### src/fts_pkg.sv
// Shared types and constants for the fixed timestep scheduler.
// No dependencies; used by the channel interfaces and the top level.
`timescale 1ns / 1ps

package fts_pkg;

   parameter int unsigned TIME_W              = 64;
   parameter int unsigned FIXED_W             = 32;
   parameter int unsigned ITER_W              = 3;
   parameter int unsigned MAX_UPDATES_DEFAULT = 4;

   parameter logic [FIXED_W-1:0] FIXED_STEP_RESET = 32'd16666;

   parameter logic CMD_QUERY   = 1'b0;
   parameter logic CMD_ADVANCE = 1'b1;

   typedef enum logic [2:0] {
      ST_IDLE,
      ST_DIFF,
      ST_CHECK,
      ST_DIV,
      ST_CEIL,
      ST_NEXT,
      ST_FINISH
   } state_type;

   typedef enum logic [1:0] {
      PH_FIXED,
      PH_MAX,
      PH_STEP
   } phase_type;

endpackage

### src/fts_req_if.sv
// Request channel of the fixed timestep scheduler: valid/ready and one item.
// Depends on fts_pkg for field widths.
`timescale 1ns / 1ps

interface fts_req_if;
   logic                        valid;
   logic                        ready;
   logic                        command;
   logic [fts_pkg::TIME_W-1:0]  current_time;
   logic [fts_pkg::TIME_W-1:0]  advance_step;

   modport source (output valid, output command, output current_time,
                   output advance_step, input ready);
   modport sink   (input valid, input command, input current_time,
                   input advance_step, output ready);
endinterface

### src/fts_rsp_if.sv
// Response channel of the fixed timestep scheduler: valid/ready and one item.
// Depends on fts_pkg for field widths.
`timescale 1ns / 1ps

interface fts_rsp_if;
   logic                        valid;
   logic                        ready;
   logic [fts_pkg::ITER_W-1:0]  iterations;
   logic [fts_pkg::TIME_W-1:0]  step_us;

   modport source (output valid, output iterations, output step_us, input ready);
   modport sink   (input valid, input iterations, input step_us, output ready);
endinterface

### src/fixed_timestep_scheduler.sv
// An advance or first query goes straight to the finish state; a query not due leaves
// from the diff or check state; a query due does one division, three when the step is
// stretched. A bit-serial restoring divider does each, one quotient bit per cycle.
// One item at a time; the next is taken as soon as the result moves to the output
// register, even while that result still waits to be taken.
// Reset (synchronous): fixed step 16666 us, last update time 0, first query pending.
`timescale 1ns / 1ps

module fixed_timestep_scheduler #(
   parameter int unsigned MAX_UPDATES = fts_pkg::MAX_UPDATES_DEFAULT
) (
   input  logic                          clock,
   input  logic                          reset,
   input  logic                          csr_wr_en,
   input  logic [fts_pkg::FIXED_W-1:0]   csr_wr_data,
   fts_req_if.sink                       req_ch,
   fts_rsp_if.source                     rsp_ch
);

   localparam int unsigned TW    = fts_pkg::TIME_W;
   localparam int unsigned FW    = fts_pkg::FIXED_W;
   localparam int unsigned IW    = fts_pkg::ITER_W;
   localparam int unsigned CNT_W = $clog2(TW);
   localparam logic [TW-1:0] MAX_DIV = TW'(MAX_UPDATES);

   fts_pkg::state_type state_ff, state_in;
   fts_pkg::phase_type phase_ff, phase_in;

   logic            first_ff, first_in;
   logic [FW-1:0]   fixed_ff, fixed_in;
   logic [TW-1:0]   last_ff, last_in;
   logic [TW-1:0]   now_ff, now_in;
   logic [TW-1:0]   amount_ff, amount_in;
   logic [TW-1:0]   quo_ff, quo_in;
   logic [TW-1:0]   rem_ff, rem_in;
   logic [TW-1:0]   den_ff, den_in;
   logic [CNT_W-1:0] cnt_ff, cnt_in;
   logic [TW-1:0]   ceil_ff, ceil_in;
   logic [IW-1:0]   res_iter_ff, res_iter_in;
   logic [TW-1:0]   res_step_ff, res_step_in;
   logic            rsp_valid_ff, rsp_valid_in;
   logic [IW-1:0]   out_iter_ff, out_iter_in;
   logic [TW-1:0]   out_step_ff, out_step_in;

   logic [TW-1:0]   f_eff;
   logic [TW:0]     time_diff;
   logic [TW:0]     rem_sh;
   logic [TW:0]     rem_sub;

   assign f_eff     = (fixed_ff == '0) ? TW'(1) : TW'(fixed_ff);
   assign time_diff = {1'b0, now_ff} - {1'b0, last_ff};
   assign rem_sh    = {rem_ff, quo_ff[TW-1]};
   assign rem_sub   = rem_sh - {1'b0, den_ff};

   assign req_ch.ready      = (state_ff == fts_pkg::ST_IDLE);
   assign rsp_ch.valid      = rsp_valid_ff;
   assign rsp_ch.iterations = out_iter_ff;
   assign rsp_ch.step_us    = out_step_ff;

   always_ff @(posedge clock) begin
      if (reset) begin
         state_ff     <= fts_pkg::ST_IDLE;
         first_ff     <= 1'b1;
         fixed_ff     <= fts_pkg::FIXED_STEP_RESET;
         last_ff      <= '0;
         rsp_valid_ff <= 1'b0;
      end else begin
         state_ff     <= state_in;
         first_ff     <= first_in;
         fixed_ff     <= fixed_in;
         last_ff      <= last_in;
         rsp_valid_ff <= rsp_valid_in;
      end
   end

   always_ff @(posedge clock) begin
      phase_ff    <= phase_in;
      now_ff      <= now_in;
      amount_ff   <= amount_in;
      quo_ff      <= quo_in;
      rem_ff      <= rem_in;
      den_ff      <= den_in;
      cnt_ff      <= cnt_in;
      ceil_ff     <= ceil_in;
      res_iter_ff <= res_iter_in;
      res_step_ff <= res_step_in;
      out_iter_ff <= out_iter_in;
      out_step_ff <= out_step_in;
   end

   always_comb begin
      state_in     = state_ff;
      phase_in     = phase_ff;
      first_in     = first_ff;
      fixed_in     = fixed_ff;
      last_in      = last_ff;
      now_in       = now_ff;
      amount_in    = amount_ff;
      quo_in       = quo_ff;
      rem_in       = rem_ff;
      den_in       = den_ff;
      cnt_in       = cnt_ff;
      ceil_in      = ceil_ff;
      res_iter_in  = res_iter_ff;
      res_step_in  = res_step_ff;
      rsp_valid_in = rsp_valid_ff && !rsp_ch.ready;
      out_iter_in  = out_iter_ff;
      out_step_in  = out_step_ff;

      if (csr_wr_en) begin
         fixed_in = csr_wr_data;
      end

      case (state_ff)
         fts_pkg::ST_IDLE: begin
            if (req_ch.valid) begin
               now_in      = req_ch.current_time;
               res_iter_in = '0;
               res_step_in = '0;
               if (req_ch.command == fts_pkg::CMD_ADVANCE) begin
                  last_in  = last_ff + req_ch.advance_step;
                  state_in = fts_pkg::ST_FINISH;
               end else if (first_ff) begin
                  last_in  = req_ch.current_time;
                  first_in = 1'b0;
                  state_in = fts_pkg::ST_FINISH;
               end else begin
                  state_in = fts_pkg::ST_DIFF;
               end
            end
         end
         fts_pkg::ST_DIFF: begin
            // drop when the last update time is ahead of now
            if (time_diff[TW]) begin
               state_in = fts_pkg::ST_FINISH;
            end else begin
               amount_in = time_diff[TW-1:0];
               state_in  = fts_pkg::ST_CHECK;
            end
         end
         fts_pkg::ST_CHECK: begin
            if (amount_ff < f_eff) begin
               state_in = fts_pkg::ST_FINISH;
            end else begin
               quo_in   = amount_ff;
               rem_in   = '0;
               den_in   = f_eff;
               cnt_in   = '1;
               phase_in = fts_pkg::PH_FIXED;
               state_in = fts_pkg::ST_DIV;
            end
         end
         fts_pkg::ST_DIV: begin
            if (!rem_sub[TW]) begin
               rem_in = rem_sub[TW-1:0];
               quo_in = {quo_ff[TW-2:0], 1'b1};
            end else begin
               rem_in = rem_sh[TW-1:0];
               quo_in = {quo_ff[TW-2:0], 1'b0};
            end
            cnt_in = cnt_ff - 1'b1;
            if (cnt_ff == '0) begin
               state_in = fts_pkg::ST_CEIL;
            end
         end
         fts_pkg::ST_CEIL: begin
            ceil_in  = quo_ff + TW'(rem_ff != '0);
            state_in = fts_pkg::ST_NEXT;
         end
         fts_pkg::ST_NEXT: begin
            case (phase_ff)
               fts_pkg::PH_FIXED: begin
                  if (ceil_ff > MAX_DIV) begin
                     quo_in   = amount_ff;
                     rem_in   = '0;
                     den_in   = MAX_DIV;
                     cnt_in   = '1;
                     phase_in = fts_pkg::PH_MAX;
                     state_in = fts_pkg::ST_DIV;
                  end else begin
                     res_iter_in = ceil_ff[IW-1:0];
                     res_step_in = f_eff;
                     state_in    = fts_pkg::ST_FINISH;
                  end
               end
               fts_pkg::PH_MAX: begin
                  res_step_in = ceil_ff;
                  quo_in      = amount_ff;
                  rem_in      = '0;
                  den_in      = ceil_ff;
                  cnt_in      = '1;
                  phase_in    = fts_pkg::PH_STEP;
                  state_in    = fts_pkg::ST_DIV;
               end
               fts_pkg::PH_STEP: begin
                  res_iter_in = ceil_ff[IW-1:0];
                  state_in    = fts_pkg::ST_FINISH;
               end
               default: begin
                  state_in = fts_pkg::ST_FINISH;
               end
            endcase
         end
         fts_pkg::ST_FINISH: begin
            // hold until the output register is free
            if (!rsp_valid_ff || rsp_ch.ready) begin
               out_iter_in  = res_iter_ff;
               out_step_in  = res_step_ff;
               rsp_valid_in = 1'b1;
               state_in     = fts_pkg::ST_IDLE;
            end
         end
         default: begin
            state_in = fts_pkg::ST_IDLE;
         end
      endcase
   end

   a_iter_needs_step: assert property (@(posedge clock) disable iff (reset)
      rsp_valid_ff && (out_iter_ff != '0) |-> (out_step_ff != '0))
      else $error("nonzero iterations with zero step");

   a_iter_capped: assert property (@(posedge clock) disable iff (reset)
      rsp_valid_ff |-> (MAX_UPDATES > 7) || (out_iter_ff <= IW'(MAX_UPDATES)))
      else $error("iterations above the update cap");

   a_advance_adds: assert property (@(posedge clock) disable iff (reset)
      req_ch.valid && req_ch.ready && (req_ch.command == fts_pkg::CMD_ADVANCE)
      |=> last_ff == $past(last_ff + req_ch.advance_step))
      else $error("advance did not add its step to the last update time");

   a_div_only_busy: assert property (@(posedge clock) disable iff (reset)
      (state_ff == fts_pkg::ST_DIV) && (cnt_ff != '0) |=> (state_ff == fts_pkg::ST_DIV))
      else $error("divider left before its last quotient bit");

endmodule
### src/flat_wrapper.sv
// flat-port wrapper written by rule: the top's interface ports become plain ports
module fixed_timestep_scheduler_flat 
#(
   parameter int unsigned MAX_UPDATES = fts_pkg::MAX_UPDATES_DEFAULT
)
  (clock, reset, csr_wr_en, csr_wr_data, req_ch_valid, req_ch_command, req_ch_current_time, req_ch_advance_step, req_ch_ready, rsp_ch_valid, rsp_ch_iterations, rsp_ch_step_us, rsp_ch_ready);
  fts_req_if req_ch_i ();
  fts_rsp_if rsp_ch_i ();
  input  logic clock;
  input  logic reset;
  input  logic csr_wr_en;
  input  logic [fts_pkg::FIXED_W-1:0] csr_wr_data;
  input wire logic [$bits(req_ch_i.valid)-1:0] req_ch_valid;
  input wire logic [$bits(req_ch_i.command)-1:0] req_ch_command;
  input wire logic [$bits(req_ch_i.current_time)-1:0] req_ch_current_time;
  input wire logic [$bits(req_ch_i.advance_step)-1:0] req_ch_advance_step;
  output wire logic [$bits(req_ch_i.ready)-1:0] req_ch_ready;
  output wire logic [$bits(rsp_ch_i.valid)-1:0] rsp_ch_valid;
  output wire logic [$bits(rsp_ch_i.iterations)-1:0] rsp_ch_iterations;
  output wire logic [$bits(rsp_ch_i.step_us)-1:0] rsp_ch_step_us;
  input wire logic [$bits(rsp_ch_i.ready)-1:0] rsp_ch_ready;
  assign req_ch_i.valid = req_ch_valid;
  assign req_ch_i.command = req_ch_command;
  assign req_ch_i.current_time = req_ch_current_time;
  assign req_ch_i.advance_step = req_ch_advance_step;
  assign req_ch_ready = req_ch_i.ready;
  assign rsp_ch_valid = rsp_ch_i.valid;
  assign rsp_ch_iterations = rsp_ch_i.iterations;
  assign rsp_ch_step_us = rsp_ch_i.step_us;
  assign rsp_ch_i.ready = rsp_ch_ready;
  fixed_timestep_scheduler #(.MAX_UPDATES(MAX_UPDATES)) u_core (.clock(clock), .reset(reset), .csr_wr_en(csr_wr_en), .csr_wr_data(csr_wr_data), .req_ch(req_ch_i), .rsp_ch(rsp_ch_i));
endmodule
### config.mk
export PLATFORM = sky130hd
export DESIGN_NAME = fixed_timestep_scheduler_flat
export DESIGN_NICKNAME = d
export VERILOG_FILES = /design/src/fts_pkg.sv /design/src/fts_req_if.sv /design/src/fts_rsp_if.sv /design/src/fixed_timestep_scheduler.sv /design/src/flat_wrapper.sv
export SDC_FILE = /design/constraint.sdc
export NUM_CORES = 1
export LEC_CHECK = 0
export ABC_AREA = 1
export ABC_CLOCK_PERIOD_IN_PS = 10400
export BUFFER_PORTS_ARGS = -buffer_cell sky130_fd_sc_hd__clkbuf_2
export CAP_MARGIN = 25
export CORE_MARGIN = 5
export CORE_UTILIZATION = 58
export DETAILED_ROUTE_END_ITERATION = 12
export PLACE_DENSITY = 0.84
export SLEW_MARGIN = 25
export SYNTH_ARGS = -nofsm -noshare
export SYNTH_HDL_FRONTEND = slang
export SYNTH_SLANG_ARGS = --single-unit
### constraint.sdc
create_clock -name clock -period 10.4 [get_ports clock]
set_clock_uncertainty 0.15 [all_clocks]
set_input_delay 0.52 -clock clock [delete_from_list [all_inputs] [get_ports clock]]
set_output_delay 0.52 -clock clock [all_outputs]
set_load 0.01 [all_outputs]
==> results.md, run 1 <==
* Tcrit/Tclk final at 41.3%
* FMAX at 233 MHz
* First-pass GRT wire length at 176 mm
* Final ANT Viol Nets at 0
* Later-pin clock latency in the skew report at 630 ps
* Synth Instances at 4463
* Outcome: finished, final reports clean
* Top cell type's share of synthesized area at 41.2%
* Slowest CP cell: buf_6
* Pre-CTS WS at 5940 ps
* Main combinational cell family by area after synthesis: simple AND/OR/NAND/NOR gates
* Worst hold path class: in -> reg
* Non-Filler Instances at 5692
* Setup violators final at 0
* 1st-iter DRT viols at 3099
* Final Max Tran Viols at 0
* Vias per cell at 5.82
* Post-CTS Setup Bufs at 0
* Ys Warns at 0
* DR vias at 33.1k
* Die width at 267 um
* WP data arrival at 4590 ps
* # Max-Cap Violations at 0
* CP Cell Sequence: inv_1 > ha_1 > fa_1 > inv_1 > nand3_1 > nand2_2 > nand3b_2 > nand3_2 > nand3_2 > nand2_2 > a21oi_2 > inv_2 > nand3_1 > nand2_1 > or2_1 > nand2_4 > clkinv_2 > buf_6 > o21ai_0 > a21oi_1
* Fin Setup TNS at 0 ps
* Post-synthesis adder-cell area fraction at 7.53%
* Area Overhead vs Synth at 13.3%
* #FFs+latches synth at 627
* Root Driver: clkbuf_16
* Crit path kind: reg -> reg
* Netlist cell types at 61
* Routability cong. at 1.01
* Post-synth top area cell: edfxtp_1
* Grt total ovfl at 0
* Detailed Route WL at 115 mm
* DRC viols at 0
* Worst-path maximum fanout at 91
* TritonCTS clock tree: yes
* Share of layout cells above drive strength 1 at 9.81%
* Die height at 267 um
* Mean Syn Cell Area at 8.59 um2
* Nets at 5162
* Pwr dens at 280 nW/um2
* Detailed Routing Iterations Pass 1 at 9
* Delay-heaviest family, CP: buffers and inverters
* Dpl cells at 5492
* Bufs and invs on worst path at 5
* Gr usage total at 31.2%
* Vias in the first global route at 32.6k
* Crit path largest cell delay at 600 ps
* Leak at 17.9 nW
* Startpoint types: register
* Mux cell area share after synthesis at 0%
* Compound-Gate Fraction of Synth Area at 16.2%
* I/O pins at 235
* Initial Utilization at 58.4%
* Initial antenna violation count at 7
* Top cells by count, synth: 675 x nand2_1, 653 x inv_1, 543 x nor2_1, 526 x edfxtp_1, 419 x a21oi_1
* RSZ-0062 raised after global routing: no
* Synth area leaders: edfxtp_1 41%, ha_1 7.4%, nand2_1 6.6%, inv_1 6.4%, a21oi_1 5.5%
* Post-Synth XOR/XNOR Area at 5.02%
* Num CTS Buffers at 68
* CP endpoint kind: register
* Largest net degree at the start of global routing at 106
* Register area at 17800 um2
* Multi-input gate area at 17700 um2
* Cell area after synthesis at 38300 um2
* Fin crit period at 4290 ps
* Synthesized Nets at 4858
* Wire length per cell at 20.1 um
* Clock-pin slew on the worst setup and hold paths at 60 ps
* H-tree depth at 3
* # fillers at 5416
* CP required at 10700 ps
* Row cnt at 94
* Top FF cell, synth: edfxtp_1
* Simple logic cell fraction of the synthesized area at 17.2%
* Slew HR at 31.8%
* Final WS setup at 6110 ps
* VDD IR max at 194 uV
* Post-synth EDFFs at 526
* Final Hold Fails at 0
* Sink Count at 627
* PortBufs at 234
* Detail Placement HPWL at 88.9 mm
* Register area share after synthesis at 46.5%
* Most common cell in the netlist: nand2_1
* Core area at 65600 um2
* Worst-margin pin slew at 1020 ps
* Die area at 71400 um2
* Post-synth ARST share at 0%
* Max clock buf depth at 3
[registers in the layout, indices dropped and copies added, names as in the netlist]
name / cells
u_core.now_ff: 64
u_core.res_step_ff: 64
u_core.state_ff: 3
u_core.fixed_ff: 32
u_core.ceil_ff: 64
u_core.rsp_ch.valid: 1
u_core.first_ff: 1
u_core.amount_ff: 64
u_core.cnt_ff: 6
u_core.rsp_ch.iterations: 3
u_core.rem_ff: 64
u_core.res_iter_ff: 3
u_core.phase_ff: 2
u_core.last_ff: 64
u_core.rsp_ch.step_us: 64
u_core.den_ff: 64
u_core.quo_ff: 64
[repair_timing]
item | CTS | global route
resized for setup | 0 | 0
hold buffers | 69 | 0
endpoints found under the hold margin | 69 | 0
[worst reg2reg max path, cell delays in order, from the launching register on]
cell	delay [ps]
edfxtp_1	430
inv_1	70
ha_1	220
fa_1	410
inv_1	70
nand3_1	80
nand2_2	120
nand3b_2	80
nand3_2	120
nand3_2	80
nand2_2	140
a21oi_2	100
inv_2	90
nand3_1	70
nand2_1	130
or2_1	150
nand2_4	140
clkinv_2	360
buf_6	600
o21ai_0	340
a21oi_1	180
[final cells by class]
type	instances	share of cell area, %
sequential	627	41.0
multi-input combinational	3080	40.7
inverter	662	5.74
timing repair buffer	328	4.77
clock buffer	83	4.26
tap	864	2.49
clock inverter	42	1.03
antenna	6	0.0346
[report_power, final]
part / switching, W / internal, W
sequential: 0.000413 / 0.00374
clock: 0.00106 / 0.00142
combinational: 0.00379 / 0.00173
total: 0.00526 / 0.00689
[cell families (layout without fill, tap and decap cells)]
kind of cell	after synthesis	after routing
compound gates	1062	1062
flops	627	627
fa+ha+maj	229	229
simple gates	1569	1569
other cells	0	6
buf+inv	756	1115
xor+xnor	220	220
[layer usage]
layer | global-route usage [%] | vias up | share of wire [%]
li1 | - | 15957 | -
met1 | 41.0 | 15433 | 41
met2 | 53.4 | 1449 | 48
met3 | 3.61 | 271 | 7.0
met4 | 12.3 | 4 | 4.2
met5 | 0 | - | 0.024
[worst paths after layout]
| path | to | slack [ps] | cells after the start | startpoint |
|---|---|---|---|---|
| max | u_core.rem_ff[1] | 6110 | 20 | u_core.quo_ff[63] |
| min | u_core.fixed_ff[20] | 40 | 3 | csr_wr_data[20] |
| max reg2reg | u_core.rem_ff[1] | 6110 | 20 | u_core.quo_ff[63] |
| min reg2reg | u_core.rsp_ch.step_us[56] | 260 | 0 | u_core.res_step_ff[56] |
[layout by cell type (no fill, tap or decap), types with 8 or more instances in the layout]
cell / Yosys / layout
buf_4: 2 / 23
nor2_1: 543 / 540
clkbuf_16: 0 / 71
or2_2: 8 / 8
o21ai_0: 319 / 319
o21bai_1: 12 / 12
a21oi_1: 419 / 418
dfxtp_1: 101 / 101
clkbuf_1: 77 / 9
a21boi_0: 13 / 12
a211oi_2: 41 / 41
nand4_1: 43 / 43
ha_1: 226 / 226
dlygate4sd3_1: 0 / 69
clkinv_2: 0 / 15
a21o_1: 29 / 29
and3_1: 9 / 9
clkbuf_2: 0 / 234
edfxtp_1: 526 / 526
o22ai_1: 61 / 61
o21ai_1: 12 / 12
o211ai_1: 15 / 15
a211oi_1: 8 / 8
o21a_1: 26 / 26
a31oi_1: 57 / 57
nor3_1: 71 / 70
inv_1: 653 / 652
a221oi_1: 18 / 18
nor4_1: 55 / 54
nand3_1: 131 / 131
xor2_1: 155 / 155
xnor2_1: 65 / 65
nand2_1: 675 / 674
[through the flow]
stage	hold slack, ps	cell area [um2]	util (%)	power, W
6_report	38.4	43500	66.2	0.0122
4_1_cts	18.9	43400	66.2	0.0121
2_1_floorplan	250	38300	-	0.00805
3_5_place_dp	255	40400	61.6	0.00953
5_1_grt	61.3	43500	66.2	0.0129
3_3_place_gp	252	40400	61.6	0.00942
Note: power is estimated with default switching activity, not from simulation.
==> inputs of run 2 (changes only) <==
ABC_CLOCK_PERIOD_IN_PS = 3990   (was 10400)
clock period = 3.99 ns   (was 10.4 ns; I/O delays follow)
==> results.md, run 2 (synthesized netlist as in run 1, its figures left out) <==
* Root Driver: clkbuf_16
* Nets at 5234 (+1.4%)
* Later-pin clock latency in the skew report at 640 ps (about the same)
* Post-CTS Setup Bufs at 0 (unchanged)
* Register share of total power at 33.9% (-0.3 points)
* Detailed Routing Iterations Pass 1 at 7 (-2)
* Detail Placement HPWL at 88.0 mm (-1.1%)
* Vias in the first global route at 33.0k (+1.4%)
* Worst hold path class: in -> reg
* Outcome: finished, final reports clean
* Post-route design area at 44200 um2 (+1.8%)
* Routability cong. at 1.02 (+1.2%)
* Max clock buf depth at 3 (unchanged)
* Clock-pin slew on the worst setup and hold paths at 70 ps (about the same)
* Commonest non-fill, non-tap cell in the layout: nand2_1
* Tcrit/Tclk final at 95.3% (+54 points)
* DR vias at 33.8k (+2.0%)
* 1st-iter DRT viols at 3796 (+22%)
* TritonCTS clock tree: yes
* Sw power at 0.0139 W (+160%)
* Commonest non-fill, non-tap cells in the layout: 674 x nand2_1, 645 x inv_1, 539 x nor2_1, 526 x edfxtp_1, 416 x a21oi_1
* Sw Ratio at 43.4% (+0.13 points)
* WP data arrival at 4020 ps (-570 ps)
* CP endpoint kind: register
* Initial Utilization at 58.4% (unchanged)
* Largest net degree at the start of global routing at 135 (+27%)
* Setup violators final at 0 (unchanged)
* # Max-Cap Violations at 0 (unchanged)
* Total placed instance area at 40700 um2 (+0.74%)
* Num CTS Buffers at 66 (-2.9%)
* Clock power share at 20.0% (-0.4 points)
* Wire length per cell at 20.1 um (-0.13%)
* Share of layout cells above drive strength 1 at 10.4% (+0.55 points)
* Pint at 0.0181 W (+160%)
* Detailed Route WL at 116 mm (+1.1%)
* Startpoint types: register
* Slew HR at 30.6% (-1.2 points)
* Area Overhead vs Synth at 15.4%
* Crit path kind: reg -> reg
* Fin Setup TNS at 0 ps (unchanged)
* Initial antenna violation count at 5 (-2)
* VDD IR max at 525 uV (+170%)
* Final ANT Viol Nets at 0 (unchanged)
* Leak at 18.2 nW (+1.6%)
* Met3 WL at 8.72 mm (+9.0%)
* Grt total ovfl at 0 (unchanged)
* Sink Count at 627 (unchanged)
* Worst-path maximum fanout at 4 (-96%)
* Pre-CTS WS at 201 ps (-5740 ps)
* Final Max Tran Viols at 0 (unchanged)
* Pwr dens at 722 nW/um2 (+160%)
* Final WS setup at 186 ps (-5920 ps)
* RSZ-0062 raised after global routing: no
* Die height at 267 um (unchanged)
* Gr usage total at 31.6% (+0.32 points)
* Row cnt at 94 (unchanged)
* First-pass GRT wire length at 178 mm (+1.1%)
* DRC viols at 0 (unchanged)
* Combinational share of power at 46.1% (+0.7 points)
* I/O pins at 235 (unchanged)
* Vias per cell at 5.86 (+0.79%)
* Worst-margin pin slew at 1040 ps (+17.4 ps)
* Highest metal used: met5
* Met2 wire length at 55.8 mm (+0.93%)
* Metal-1 WL at 45.6 mm (-1.7%)
* Die width at 267 um (unchanged)
* Core area at 65600 um2 (unchanged)
* Die area at 71400 um2 (unchanged)
* Total Power at 0.0320 W (+160%)
* H-tree depth at 3 (unchanged)
* CP required at 4210 ps (-6490 ps)
* Fin crit period at 3800 ps (-487 ps)
* PortBufs at 234 (unchanged)
* FMAX at 263 MHz (+13%)
* Final Hold Fails at 0 (unchanged)
==> run 2: cell count changes in the layout (fill, tap and decap cells not counted), sizes merged <==
cell,delta
clkbuf,+2
clkinvlp,+1
buf,+20
diode,-3
clkinv,-5
bufinv,-1
dlygate4sd3,+54
==> run 2: critical path, cell delays in order, from the launching register on <==
cell,delay (ps)
edfxtp_1,440
nor4_1,550
nand4_1,140
or4_1,660
ha_1,270
ha_1,220
nand2_1,90
nor2_2,50
nand3_2,100
nor2_2,60
nand3_2,120
nor2_2,60
nand2_2,110
inv_2,40
nand2_2,100
nor4b_4,70
nand3_2,110
nor2_1,70
xor2_1,140
==> run 2: path summary, 6_finish.rpt <==
kind                                              start                  endpoint  slack [ps]  cells after the start
worst max-delay path                  u_core.rem_ff[17]        u_core.ceil_ff[54]         190                     18
worst min-delay path            req_ch_advance_step[20]        u_core.last_ff[20]          40                      5
worst max register to register        u_core.rem_ff[17]        u_core.ceil_ff[54]         190                     18
worst min register to register    u_core.res_step_ff[4]  u_core.rsp_ch.step_us[4]         260                      0
==> run 2: layer usage <==
layer,up-vias,GRT usage [%]
met1,15659,40.3
met3,322,4.01
met4,6,13.7
met5,-,0
li1,16098,-
met2,1690,54.3
==> run 2: power groups by stage <==
stage          logic [W]  registers (W)  clock network, W
4_1_cts           0.0144         0.0108           0.00640
6_report          0.0147         0.0108           0.00639
5_1_grt           0.0161         0.0110           0.00672
3_3_place_gp      0.0139         0.0108                 0
3_5_place_dp      0.0142         0.0109                 0
2_1_floorplan     0.0103         0.0106                 0
==> run 2: per-stage QoR <==
step                      std cells  hold slack [ps]  util [%]
after floorplan                4463              148         -
after global placement         5511              246      62.1
after detailed placement       5512              245      62.1
after CTS                      5757             5.67      67.4
after global routing           5759             85.2      67.4
final                          5760             40.0      67.4
==> run 2: area by class of cell <==
cell class	count	area, um2
Clock buffer	85	1840
Sequential cell	627	17800
Antenna cell	3	7.51
Inverter	662	2490
Tap cell	864	1080
Clock inverter	37	398
Timing Repair Buffer	402	2830
Multi-Input combinational cell	3080	17800
Fill cell	5197	21400
==> run 2: what timing repair did <==
| item | 4_1_cts | 5_1_grt |
|---|---|---|
| setup endpoints to repair | 0 | 7 |
| gates resized for setup | 0 | 3 |
| hold buffers | 123 | 0 |
| endpoints found under the hold margin | 165 | 0 |
